--- config.mk ---
export PLATFORM = sky130hd
export DESIGN_NAME = mme_ctrl
export DESIGN_NICKNAME = d
export VERILOG_FILES = /design/src/design/mme_pkg.sv /design/src/design/mme_ctrl.sv
export SDC_FILE = /design/constraint.sdc
export NUM_CORES = 1
export LEC_CHECK = 0
export BUFFER_PORTS_ARGS = -buffer_cell sky130_fd_sc_hd__clkbuf_2
export CAP_MARGIN = 20
export CORE_ASPECT_RATIO = 0.5
export CORE_UTILIZATION = 35
export DETAILED_ROUTE_END_ITERATION = 16
export PLACE_DENSITY = 0.74
export SETUP_SLACK_MARGIN = 0.5
export SYNTH_ARGS = -nofsm -noshare
export SYNTH_HDL_FRONTEND = slang
export SYNTH_SLANG_ARGS = --single-unit
--- constraint.sdc ---
create_clock -name clk -period 4.1 [get_ports clk]
set_clock_uncertainty 0.1 [all_clocks]
set_input_delay 0.82 -clock clk [delete_from_list [all_inputs] [get_ports clk]]
set_output_delay 0.82 -clock clk [all_outputs]
set_load 0.02 [all_outputs]
--- src/design/mme_pkg.sv ---
`default_nettype none
// ----------------------------------------------------------------------------
// mme_pkg: shared types and codes of the matrix multiply engine
// Item layouts, command and operand-form codes, register indexes, and the
// controller-to-datapath command and status structs.
// ----------------------------------------------------------------------------
package mme_pkg;

    // index width of one matrix dimension (up to 8)
    localparam int IDX_W = 3;
    localparam int VAL_W = 32;
    localparam int DIM_W = 4;
    localparam int FORM_W = 2;
    localparam int CFG_IDX_W = 2;
    localparam int CFG_DATA_W = 4;
    // full product plus growth for up to 8 terms
    localparam int PROD_W = 2 * VAL_W;
    localparam int ACC_W = PROD_W + 3;

    // item commands
    localparam logic [1:0] CMD_WR_A = 2'd0;
    localparam logic [1:0] CMD_WR_B = 2'd1;
    localparam logic [1:0] CMD_COMPUTE = 2'd2;

    // operand forms
    localparam logic [FORM_W-1:0] FORM_AB = 2'd0;
    localparam logic [FORM_W-1:0] FORM_ATB = 2'd1;
    localparam logic [FORM_W-1:0] FORM_ABT = 2'd2;
    localparam logic [FORM_W-1:0] FORM_ATA = 2'd3;

    // register indexes
    localparam logic [CFG_IDX_W-1:0] CFG_OUT_ROWS = 2'd0;
    localparam logic [CFG_IDX_W-1:0] CFG_INNER_LEN = 2'd1;
    localparam logic [CFG_IDX_W-1:0] CFG_OUT_COLS = 2'd2;
    localparam logic [CFG_IDX_W-1:0] CFG_OPERAND_FORM = 2'd3;

    typedef struct packed {
        logic [1:0]              cmd;
        logic [IDX_W-1:0]        row;
        logic [IDX_W-1:0]        col;
        logic signed [VAL_W-1:0] value;
    } in_item_t;

    typedef struct packed {
        logic [IDX_W-1:0]        out_row;
        logic [IDX_W-1:0]        out_col;
        logic signed [VAL_W-1:0] product;
        logic                    last;
    } out_item_t;

    // controller -> datapath
    typedef struct packed {
        logic                    wr_a;
        logic                    wr_b;
        logic [IDX_W-1:0]        wr_row;
        logic [IDX_W-1:0]        wr_col;
        logic signed [VAL_W-1:0] wr_value;
        logic                    issue;
        logic [IDX_W-1:0]        i;
        logic [IDX_W-1:0]        j;
        logic [IDX_W-1:0]        k;
        logic                    first_k;
        logic                    last_k;
        logic                    last_elem;
        logic [FORM_W-1:0]       form;
    } dp_cmd_t;

    // datapath -> controller
    typedef struct packed {
        logic pipe_empty;
    } dp_stat_t;

endpackage

`default_nettype wire

--- src/design/mme_ctrl.sv ---
`default_nettype none
// ----------------------------------------------------------------------------
// mme_ctrl: controller of the matrix multiply engine
// Holds the size and form registers, accepts items, forwards store writes,
// and walks the (i, j, k) multiply-accumulate sequence of a compute.
// ----------------------------------------------------------------------------
module mme_ctrl
    import mme_pkg::*;
#(
    parameter int MAX_DIM = 8
)
(
    input  wire logic                  clk,
    input  wire logic                  rst_n,
    input  wire logic                  start,
    output logic                       busy,
    input  wire in_item_t              cmd_item,
    input  wire logic                  cfg_we,
    input  wire logic [CFG_IDX_W-1:0]  cfg_index,
    input  wire logic [CFG_DATA_W-1:0] cfg_data,
    output dp_cmd_t                    dp_cmd,
    input  wire dp_stat_t              dp_stat
);

    localparam logic [1:0] ST_IDLE = 2'd0;
    localparam logic [1:0] ST_RUN = 2'd1;
    localparam logic [1:0] ST_DRAIN = 2'd2;

    logic [1:0]        state_reg, state_next;
    logic [DIM_W-1:0]  out_rows_reg, inner_len_reg, out_cols_reg;
    logic [FORM_W-1:0] form_cfg_reg;
    logic [FORM_W-1:0] form_reg, form_next;
    logic [IDX_W-1:0]  rlim_reg, rlim_next;
    logic [IDX_W-1:0]  klim_reg, klim_next;
    logic [IDX_W-1:0]  clim_reg, clim_next;
    logic [IDX_W-1:0]  i_reg, i_next, j_reg, j_next, k_reg, k_next;
    logic              accept;
    logic              k_end, j_end, i_end;

    // used dimension minus one: zero reads as one, too large as MAX_DIM
    function automatic logic [IDX_W-1:0] dim_lim(input logic [DIM_W-1:0] d);
        if (d == '0)
        begin
            return '0;
        end
        else if (d > DIM_W'(MAX_DIM))
        begin
            return IDX_W'(MAX_DIM - 1);
        end
        return IDX_W'(d - DIM_W'(1));
    endfunction

    assign busy = (state_reg != ST_IDLE);
    assign accept = start && !busy;

    assign k_end = (k_reg == klim_reg);
    assign j_end = (j_reg == clim_reg);
    assign i_end = (i_reg == rlim_reg);

    // configuration registers
    always_ff @(posedge clk or negedge rst_n)
    begin
        if (!rst_n)
        begin
            out_rows_reg <= DIM_W'(8);
            inner_len_reg <= DIM_W'(8);
            out_cols_reg <= DIM_W'(8);
            form_cfg_reg <= FORM_AB;
        end
        else if (cfg_we)
        begin
            unique case (cfg_index)
                CFG_OUT_ROWS:     out_rows_reg <= cfg_data;
                CFG_INNER_LEN:    inner_len_reg <= cfg_data;
                CFG_OUT_COLS:     out_cols_reg <= cfg_data;
                CFG_OPERAND_FORM: form_cfg_reg <= cfg_data[FORM_W-1:0];
                default:          ;
            endcase
        end
    end

    // sequencer next state
    always_comb
    begin
        state_next = state_reg;
        form_next = form_reg;
        rlim_next = rlim_reg;
        klim_next = klim_reg;
        clim_next = clim_reg;
        i_next = i_reg;
        j_next = j_reg;
        k_next = k_reg;
        unique case (state_reg)
            ST_IDLE:
            begin
                if (accept && cmd_item.cmd == CMD_COMPUTE)
                begin
                    state_next = ST_RUN;
                    form_next = form_cfg_reg;
                    rlim_next = dim_lim(out_rows_reg);
                    klim_next = dim_lim(inner_len_reg);
                    clim_next = dim_lim(out_cols_reg);
                    i_next = '0;
                    j_next = '0;
                    k_next = '0;
                end
            end
            ST_RUN:
            begin
                // k innermost, then column, then row
                if (!k_end)
                begin
                    k_next = k_reg + IDX_W'(1);
                end
                else
                begin
                    k_next = '0;
                    if (!j_end)
                    begin
                        j_next = j_reg + IDX_W'(1);
                    end
                    else
                    begin
                        j_next = '0;
                        if (!i_end)
                        begin
                            i_next = i_reg + IDX_W'(1);
                        end
                        else
                        begin
                            state_next = ST_DRAIN;
                        end
                    end
                end
            end
            ST_DRAIN:
            begin
                if (dp_stat.pipe_empty)
                begin
                    state_next = ST_IDLE;
                end
            end
            default:
            begin
                state_next = ST_IDLE;
            end
        endcase
    end

    always_ff @(posedge clk or negedge rst_n)
    begin
        if (!rst_n)
        begin
            state_reg <= ST_IDLE;
            form_reg <= FORM_AB;
            rlim_reg <= '0;
            klim_reg <= '0;
            clim_reg <= '0;
            i_reg <= '0;
            j_reg <= '0;
            k_reg <= '0;
        end
        else
        begin
            state_reg <= state_next;
            form_reg <= form_next;
            rlim_reg <= rlim_next;
            klim_reg <= klim_next;
            clim_reg <= clim_next;
            i_reg <= i_next;
            j_reg <= j_next;
            k_reg <= k_next;
        end
    end

    // commands to the datapath
    always_comb
    begin
        dp_cmd.wr_a = accept && (cmd_item.cmd == CMD_WR_A);
        dp_cmd.wr_b = accept && (cmd_item.cmd == CMD_WR_B);
        dp_cmd.wr_row = cmd_item.row;
        dp_cmd.wr_col = cmd_item.col;
        dp_cmd.wr_value = cmd_item.value;
        dp_cmd.issue = (state_reg == ST_RUN);
        dp_cmd.i = i_reg;
        dp_cmd.j = j_reg;
        dp_cmd.k = k_reg;
        dp_cmd.first_k = (k_reg == '0);
        dp_cmd.last_k = k_end;
        dp_cmd.last_elem = i_end && j_end;
        dp_cmd.form = form_reg;
    end

endmodule

`default_nettype wire

==> flow_summary.yaml, run 1 <==
floorplanning:
  die_area_sq_um: 6490
  boundaryPins: 107
  rows: 19
  die_x_um: 113
  initial_core_util_pct: 37.7
  die_y_um: 57.5
  core_sq_um: 5710
global_route:
  antenna_found_initial: 0
  grt_pass1_wl_um: 7000
  grt_usage_pct: 14.3
  grt_pass1_vias: 1459
  grt-ovfl-total: 0
  grt_max_degree: 37
hold_path:
  min-delay-start: "klim_reg[2]"
  hold_end: "klim_reg[2]"
  min_path_type: "reg -> reg"
  hold_depth: 2
final_layout:
  fin_area_sq_um: 2230
  fin_util_pct: 39.2
  instances_no_fill: 279
  drive_gt1_share_pct: 33.5
  n_antenna_cell: 0
  synthToLayoutAreaGrowth_pct: 3.78
  layout.nets: 263
synthesis:
  synth_top_area_share_pct: 38.3
  synth_ff_type: "dfrtp_1"
  netlist_instances: 210
  yosys-top-cells-area: "dfrtp_1 38%, buf_4 14%, mux2_2 10%, ha_1 4.1%, dfstp_2 3.7%"
  syn_area_per_cell_sq_um: 10.3
  synth_seq_area_share_pct: 42.0
  yosysUniqueCellTypes: 39
  synth_edf_count: 0
  async_flop_share_pct: 100
  syn_nets: 268
  synth.yosys.warnings: 0
  synth_area_sq_um: 2150
  yosys_register_bits: 36
  yosysTopAreaCell: "dfrtp_1"
power:
  p_leak_nw: 1.06
  peakVddDrop_uv: 207
  power_density_nw_per_um2: 732
  p_total_mw: 1.64
setup_path:
  critPathCaptureType: "primary output"
  critPathKind: "reg -> out"
  rr_worst_depth: 5
  crit_fanout: 5
  r2r-end: "j_reg[2]"
  rr_startpoint: "state_reg[1]"
  startpoint_type: "flop"
  cp.arrival_ns: 1.44
  r2r_setup_slack_ns: 2.29
  crit_required_ns: 3.18
placed_design:
  hpwl_um: 3300
  postPlaceCellArea_sq_um: 2090
  dp_cells: 271
  pre_cts_slack_ns: 1.84
  portBuffers: 30
  place_congestion: 0.824
timing:
  hold_viol_final: 0
  layout_setup_ws_ns: 1.74
  clock.fmax_mhz: 423
  rsz0062_at_grt: "false"
  setup_viol: 0
  fin_tns_setup_ns: 0
  finalMaxSlewViolations: 0
  tightest_slew_ns: 0.885
  slew_headroom_pct: 41.0
  whs_ns: 0.396
  fin_crit_sh_pct: 57.6
  period_minus_slack_ns: 2.36
route:
  drt-total-wl_um: 4340
  wl_per_cell_um: 15.6
  via_per_inst: 5.02
  route.detailed.drc: 0
  ant_nets: 0
  num_vias: 1401
  drt_iter0_markers: 35
  first_pass_iters: 4
clock_tree:
  cts_root_buffer: "clkbuf_16"
  cts_resized: 0
  postCtsSetupBuffers: 0
  cts_hold_buffers: 0
  worstSkewPairLatency_ns: 0.28
  numCtsBuffers: 5
  numClockSinks: 36
  cts_max_level: 2
  clk_path_buf_depth: 2
  cts_tree: "done"
  clk_pin_slew_ns: 0.05
run_status:
  status: "finished clean"
flow_run:
  maxCapViolations: 0
## worst max-delay path, cell delays in order, from the launching register on
cell      delay (ns)
dfrtp_1         0.44
xnor2_1         0.17
nand3_1         0.21
nor2_1          0.17
clkbuf_2        0.18
## report_power, final
group          switching (mW)  internal [mW]
Clock                   0.132          0.242
Combinational           0.355          0.294
Sequential              0.128          0.484
Total                   0.616           1.02
## how the worst max path moves through the flow
stage | startpoint | to | slack, ns | depth (start not counted)
after floorplan | start | dp_cmd[53] | 1.78 | 2
after global placement | start | dp_cmd[53] | 1.85 | 4
after detailed placement | start | dp_cmd[53] | 1.84 | 4
after CTS | j_reg[0] | dp_cmd[2] | 1.73 | 4
after global routing | state_reg[1] | dp_cmd[54] | 1.61 | 4
final | j_reg[2] | dp_cmd[2] | 1.74 | 4
## synthesized netlist by cell type, types with 2 or more instances
master	number
a21o_1	3
a21oi_1	5
buf_2	2
buf_4	40
dfrtp_1	33
dfstp_2	3
ha_1	7
inv_1	15
mux2_2	20
nand2_1	16
nand2b_1	3
nand3_1	3
nand3b_1	2
nor2_1	8
nor3_1	2
nor3b_1	4
o21ai_0	15
xnor2_1	8
## logic make-up after synthesis
| family | Yosys count | synth area share, % |
|---|---|---|
| multiplexers | 20 | 10.5 |
| buffers and inverters | 60 | 17.8 |
| flip-flops | 36 | 42.0 |
| AO/OA/AOI/OAI | 31 | 9.01 |
| AND/OR/NAND/NOR | 46 | 12.2 |
| XOR/XNOR | 9 | 4.01 |
| adder cells (fa/ha/maj) | 8 | 4.53 |
## cells in the final DEF (no fill, tap or decap), types with 2 or more instances in the layout
master     instances
a21o_1             3
a21oi_1            5
clkbuf_1           2
clkbuf_16          5
clkbuf_2          30
dfrtp_1           33
dfstp_2            3
ha_1               7
inv_1             15
mux2_2            20
nand2_1           16
nand2b_1           3
nand3_1            3
nand3b_1           2
nor2_1             8
nor3_1             2
nor3b_1            4
o21ai_0           15
xnor2_1            8
## cell type report
type | count | area [sq um]
tap | 73 | 91.3
sequential | 36 | 905
multi-input combinational | 114 | 866
clock buffer | 8 | 146
inverter | 17 | 68.8
timing repair buffer | 31 | 158
fill | 549 | 3470
## metal layers
metal | vias to the layer above | GRT usage (%) | part of all wire [%]
met1 | 670 | 14.3 | 38
met2 | 64 | 25.2 | 49
li1 | 658 | - | -
met5 | - | 0 | 0
met4 | 0 | 8.46 | 2.0
met3 | 9 | 6.70 | 11
(Power assumes the default switching activity.)
==> run 2, diff against run 1 <==
==> constraint.sdc (replaced) <==
create_clock -name clk -period 2.43 [get_ports clk]
set_clock_uncertainty 0.1 [all_clocks]
set_input_delay 0.486 -clock clk [delete_from_list [all_inputs] [get_ports clk]]
set_output_delay 0.486 -clock clk [all_outputs]
set_load 0.02 [all_outputs]
==> run 2 against run 1 <==
  * Sequential power rose by 73%
  * Clock power rose by 70%
  * Cell area rose by 5.6%
  * Via count fell by 1.2%
  * Non-clock buffer count rose by 8
==> flow_summary.yaml, run 2 (synthesized netlist as in run 1, its figures left out) <==
run_status:
  status: "finished clean"
placed_design:
  portBuffers: 30
  hpwl_um: 3450
  pre_cts_slack_ns: 0.640
  place_congestion: 0.840
timing:
  layout_setup_ws_ns: 0.530
  period_minus_slack_ns: 1.90
  slew_headroom_pct: 40.6
  finalMaxSlewViolations: 0
  tightest_slew_ns: 0.891
  hold_viol_final: 0
  clock.fmax_mhz: 526
  rsz0062_at_grt: "true"
  setup_viol: 0
  whs_ns: 0.226
  fin_tns_setup_ns: 0
  fin_crit_sh_pct: 78.2
global_route:
  grt_pass1_vias: 1378
  top_usage_layer: "met2"
  grt_pass1_wl_um: 7020
  use_met2_pct: 25.5
  grt_max_degree: 37
  antenna_found_initial: 0
  grt_usage_pct: 14.6
  use_met1_pct: 15.7
  grt-ovfl-total: 0
  met3_usage_pct: 4.99
setup_path:
  startpoint_type: "flop"
  critPathKind: "reg -> out"
  critPathCaptureType: "primary output"
  crit_family: "flip-flops"
  critPathMaxStageDelay_ns: 0.44
  crit_fanout: 6
  crit_path_top_delay_cell: "dfrtp_2"
  cp_cell_sequence: "xnor2_1 -> nand3_2 -> clkinv_4 -> clkbuf_2"
  crit_required_ns: 1.84
  cp.arrival_ns: 1.31
  path_buf_inv: 2
route:
  first_pass_iters: 4
  ant_nets: 0
  drt-total-wl_um: 4460
  route.detailed.drc: 0
  wl_per_cell_um: 15.5
  num_vias: 1384
  via_per_inst: 4.82
  drt_iter0_markers: 41
floorplanning:
  rows: 19
  boundaryPins: 107
  core_sq_um: 5710
  die_y_um: 57.5
  die_area_sq_um: 6490
  initial_core_util_pct: 37.7
  die_x_um: 113
final_layout:
  n_antenna_cell: 0
  layout_common_cells: "28 x clkbuf_2, 25 x dfrtp_1, 20 x mux2_2"
  drive_gt1_share_pct: 43.9
  fin_util_pct: 41.4
  layout.nets: 271
  final_common_cell: "clkbuf_2"
  synthToLayoutAreaGrowth_pct: 9.59
clock_tree:
  clk_path_buf_depth: 2
  numCtsBuffers: 5
  cts_tree: "done"
  cts_max_level: 2
  worstSkewPairLatency_ns: 0.28
  cts_root_buffer: "clkbuf_16"
  clk_pin_slew_ns: 0.05
  cts_hold_buffers: 0
  numClockSinks: 36
power:
  power_density_nw_per_um2: 1260
  p_leak_nw: 1.11
  peakVddDrop_uv: 479
hold_path:
  min_path_type: "in -> async"
flow_run:
  maxCapViolations: 0
==> run 2: worst paths after layout <==
| kind | start | end | slack (ns) | cells past startpoint |
|---|---|---|---|---|
| max in group asynchronous | rst_n | i_reg[0] | 1.39 | 1 |
| setup / recovery | k_reg[0] | dp_cmd[3] | 0.53 | 4 |
| hold reg to reg | form_cfg_reg[0] | form_cfg_reg[0] | 0.40 | 1 |
| setup reg to reg | k_reg[0] | i_reg[1] | 0.65 | 6 |
| hold / removal | rst_n | form_reg[0] | 0.23 | 1 |
| min in group clk | cfg_data[1] | out_rows_reg[1] | 0.37 | 3 |
==> run 2: cell type report <==
class / instances / area [sq um]
clock inverter: 2 / 10.0
clock buffer: 6 / 139
inverter: 17 / 68.8
timing repair buffer: 39 / 223
fill: 546 / 3350
sequential: 36 / 915
tap: 73 / 91.3
multi-input combinational: 114 / 913
==> run 2: layer usage <==
metal,routed length [um],vias up
met5,0,-
met3,420,11
li1,-,673
met2,2210,47
met4,129,0
met1,1700,653
==> run 2: report_power, final <==
group          switching, mW  internal [mW]
logic                  0.655          0.627
clock network          0.231          0.403
registers              0.229          0.829
==> run 2: stage by stage <==
stage                     power, mW  cell area, sq um  cells
after floorplan                1.94              2150    210
after global placement         2.09              2090    271
after detailed placement       2.15              2090    271
after CTS                      2.91              2280    281
after global routing           3.19              2360    287
final                          2.98              2360    287
==> run 2: worst reg2reg max path: cells and delay by family, from the launching register on <==
kind            cells  cell delay [ns]
flops               1             0.44
compound gates      2             0.25
simple gates        2             0.51
buf+inv             1             0.18
xor+xnor            1             0.20
==> run 2: timing repair <==
action,4_1_cts,5_1_grt
endpoints found under the hold margin,0,0
pin swaps,2,2
endpoints found under the setup margin,5,6
setup buffers,2,6
resized for setup,9,11
==> run 3, diff against run 2 <==
==> constraint.sdc (replaced) <==
create_clock -name clk -period 1.9 [get_ports clk]
set_clock_uncertainty 0.1 [all_clocks]
set_input_delay 0.38 -clock clk [delete_from_list [all_inputs] [get_ports clk]]
set_output_delay 0.38 -clock clk [all_outputs]
set_load 0.02 [all_outputs]
==> run 3 against run 2 <==
  * Wire length increased by 19%
  * Clock power rose by 34%
  * Cell count is 8.0% higher
  * Sequential power rose by 29%
  * Highest routed layer unchanged
==> flow_summary.yaml, run 3 (synthesized netlist as in run 1, its figures left out) <==
placed_design:
  dp_cells: 273
  place_congestion: 0.831
  portBuffers: 30
  postPlaceCellArea_sq_um: 2200
  pre_cts_slack_ns: 0.252
  hpwl_um: 3280
final_layout:
  drive_gt1_share_pct: 59.1
  layout.nets: 294
  fin_util_pct: 49.7
  instances_no_fill: 310
  fin_area_sq_um: 2840
  layout_common_cells: "24 x buf_4, 22 x dfrtp_1, 19 x mux2_2"
  final_common_cell: "buf_4"
  synthToLayoutAreaGrowth_pct: 31.7
  n_antenna_cell: 0
power:
  p_leak_nw: 1.33
  p_total_mw: 4.82
  p_int_mw: 3.01
  power_frac_comb_pct: 53.8
  peakVddDrop_uv: 552
  swShare_pct: 37.5
  seqPwrFrac_pct: 28.5
  power_density_nw_per_um2: 1700
  clockPowerShare_pct: 17.7
  p_sw_mw: 1.81
setup_path:
  critPathKind: "reg -> reg"
  critPathMaxStageDelay_ns: 0.41
  critPathCaptureType: "flop"
  path_buf_inv: 1
  cp_cell_sequence: "xnor2_2 -> nand3_2 -> buf_4 -> nor4b_4 -> a22oi_1 -> o21ai_1"
  cp.arrival_ns: 1.90
  crit_path_top_delay_cell: "dfrtp_1"
  crit_required_ns: 1.99
  startpoint_type: "flop"
  crit_fanout: 6
  crit_family: "simple AND/OR/NAND/NOR gates"
timing:
  finalMaxSlewViolations: 0
  hold_viol_final: 0
  whs_ns: 0.276
  clock.fmax_mhz: 551
  setup_viol: 0
  period_minus_slack_ns: 1.81
  layout_setup_ws_ns: 0.0861
  fin_tns_setup_ns: 0
  slew_headroom_pct: 72.9
  tightest_slew_ns: 0.407
  rsz0062_at_grt: "true"
  fin_crit_sh_pct: 95.5
floorplanning:
  die_x_um: 113
  core_sq_um: 5710
  initial_core_util_pct: 37.7
  die_area_sq_um: 6490
  boundaryPins: 107
  rows: 19
  die_y_um: 57.5
global_route:
  grt_max_degree: 32
  antenna_found_initial: 0
  grt_usage_pct: 15.2
  grt_pass1_wl_um: 7530
  grt-ovfl-total: 0
  grt_pass1_vias: 1564
clock_tree:
  numCtsBuffers: 5
  clk_pin_slew_ns: 0.05
  cts_max_level: 2
  cts_tree: "done"
  clk_path_buf_depth: 2
  numClockSinks: 36
  cts_root_buffer: "clkbuf_16"
  worstSkewPairLatency_ns: 0.28
route:
  first_pass_iters: 4
  route.detailed.drc: 0
  wl_per_cell_um: 17.1
  ant_nets: 0
  drt-total-wl_um: 5290
  via_per_inst: 5.14
  drt_iter0_markers: 32
  num_vias: 1593
hold_path:
  min_path_type: "in -> reg"
run_status:
  status: "finished clean"
flow_run:
  maxCapViolations: 0
## run 3: worst min-delay path, stage by stage
cell and delay [ns]:
clkbuf_2 0.12, nand2_1 0.05, o21ai_0 0.06
## run 3: power groups by stage
stage | registers, mW | clock network [mW] | logic (mW)
after floorplan | 1.44 | 0 | 1.19
after global routing | 1.40 | 0.892 | 2.74
after CTS | 1.32 | 0.865 | 2.17
final | 1.37 | 0.852 | 2.59
after global placement | 1.36 | 0 | 1.47
after detailed placement | 1.38 | 0 | 1.51
## run 3: layout make-up
cell class,count,area (sq um)
repair buffers,62,546
flip-flops and latches,36,918
inverters,17,73.8
well taps,73,91.3
fillers,473,2870
clock buffers,8,156
multi-input cells,114,1050
## run 3: what timing repair did
| action | in CTS | in global routing |
|---|---|---|
| buffers inserted | 19 | 7 |
| endpoints found under the setup margin | 27 | 36 |
| cloned | 0 | 2 |
| pin swaps | 9 | 7 |
| hold buffers | 1 | 0 |
| hold endpoints to repair | 5 | 0 |
| resized for setup | 28 | 51 |
## run 3: routing by layer
layer  vias up  GRT usage [%]  wire (um)
met2        45           25.7       2690
met3        31           4.36        299
li1        723              -          -
met1       794           16.8       2110
met4         0           11.1        182
met5         -              0          0
## run 3: path summary, 6_finish.rpt
path	from	endpoint	slack (ns)	depth (start not counted)
min reg2reg	inner_len_reg[1]	inner_len_reg[1]	0.41	1
max	clim_reg[1]	i_reg[0]	0.09	6
max in group asynchronous	rst_n	out_rows_reg[3]	0.66	3
min	cfg_data[1]	out_rows_reg[1]	0.28	3
max reg2reg	clim_reg[1]	i_reg[0]	0.09	6
min in group asynchronous	rst_n	form_cfg_reg[1]	0.39	2
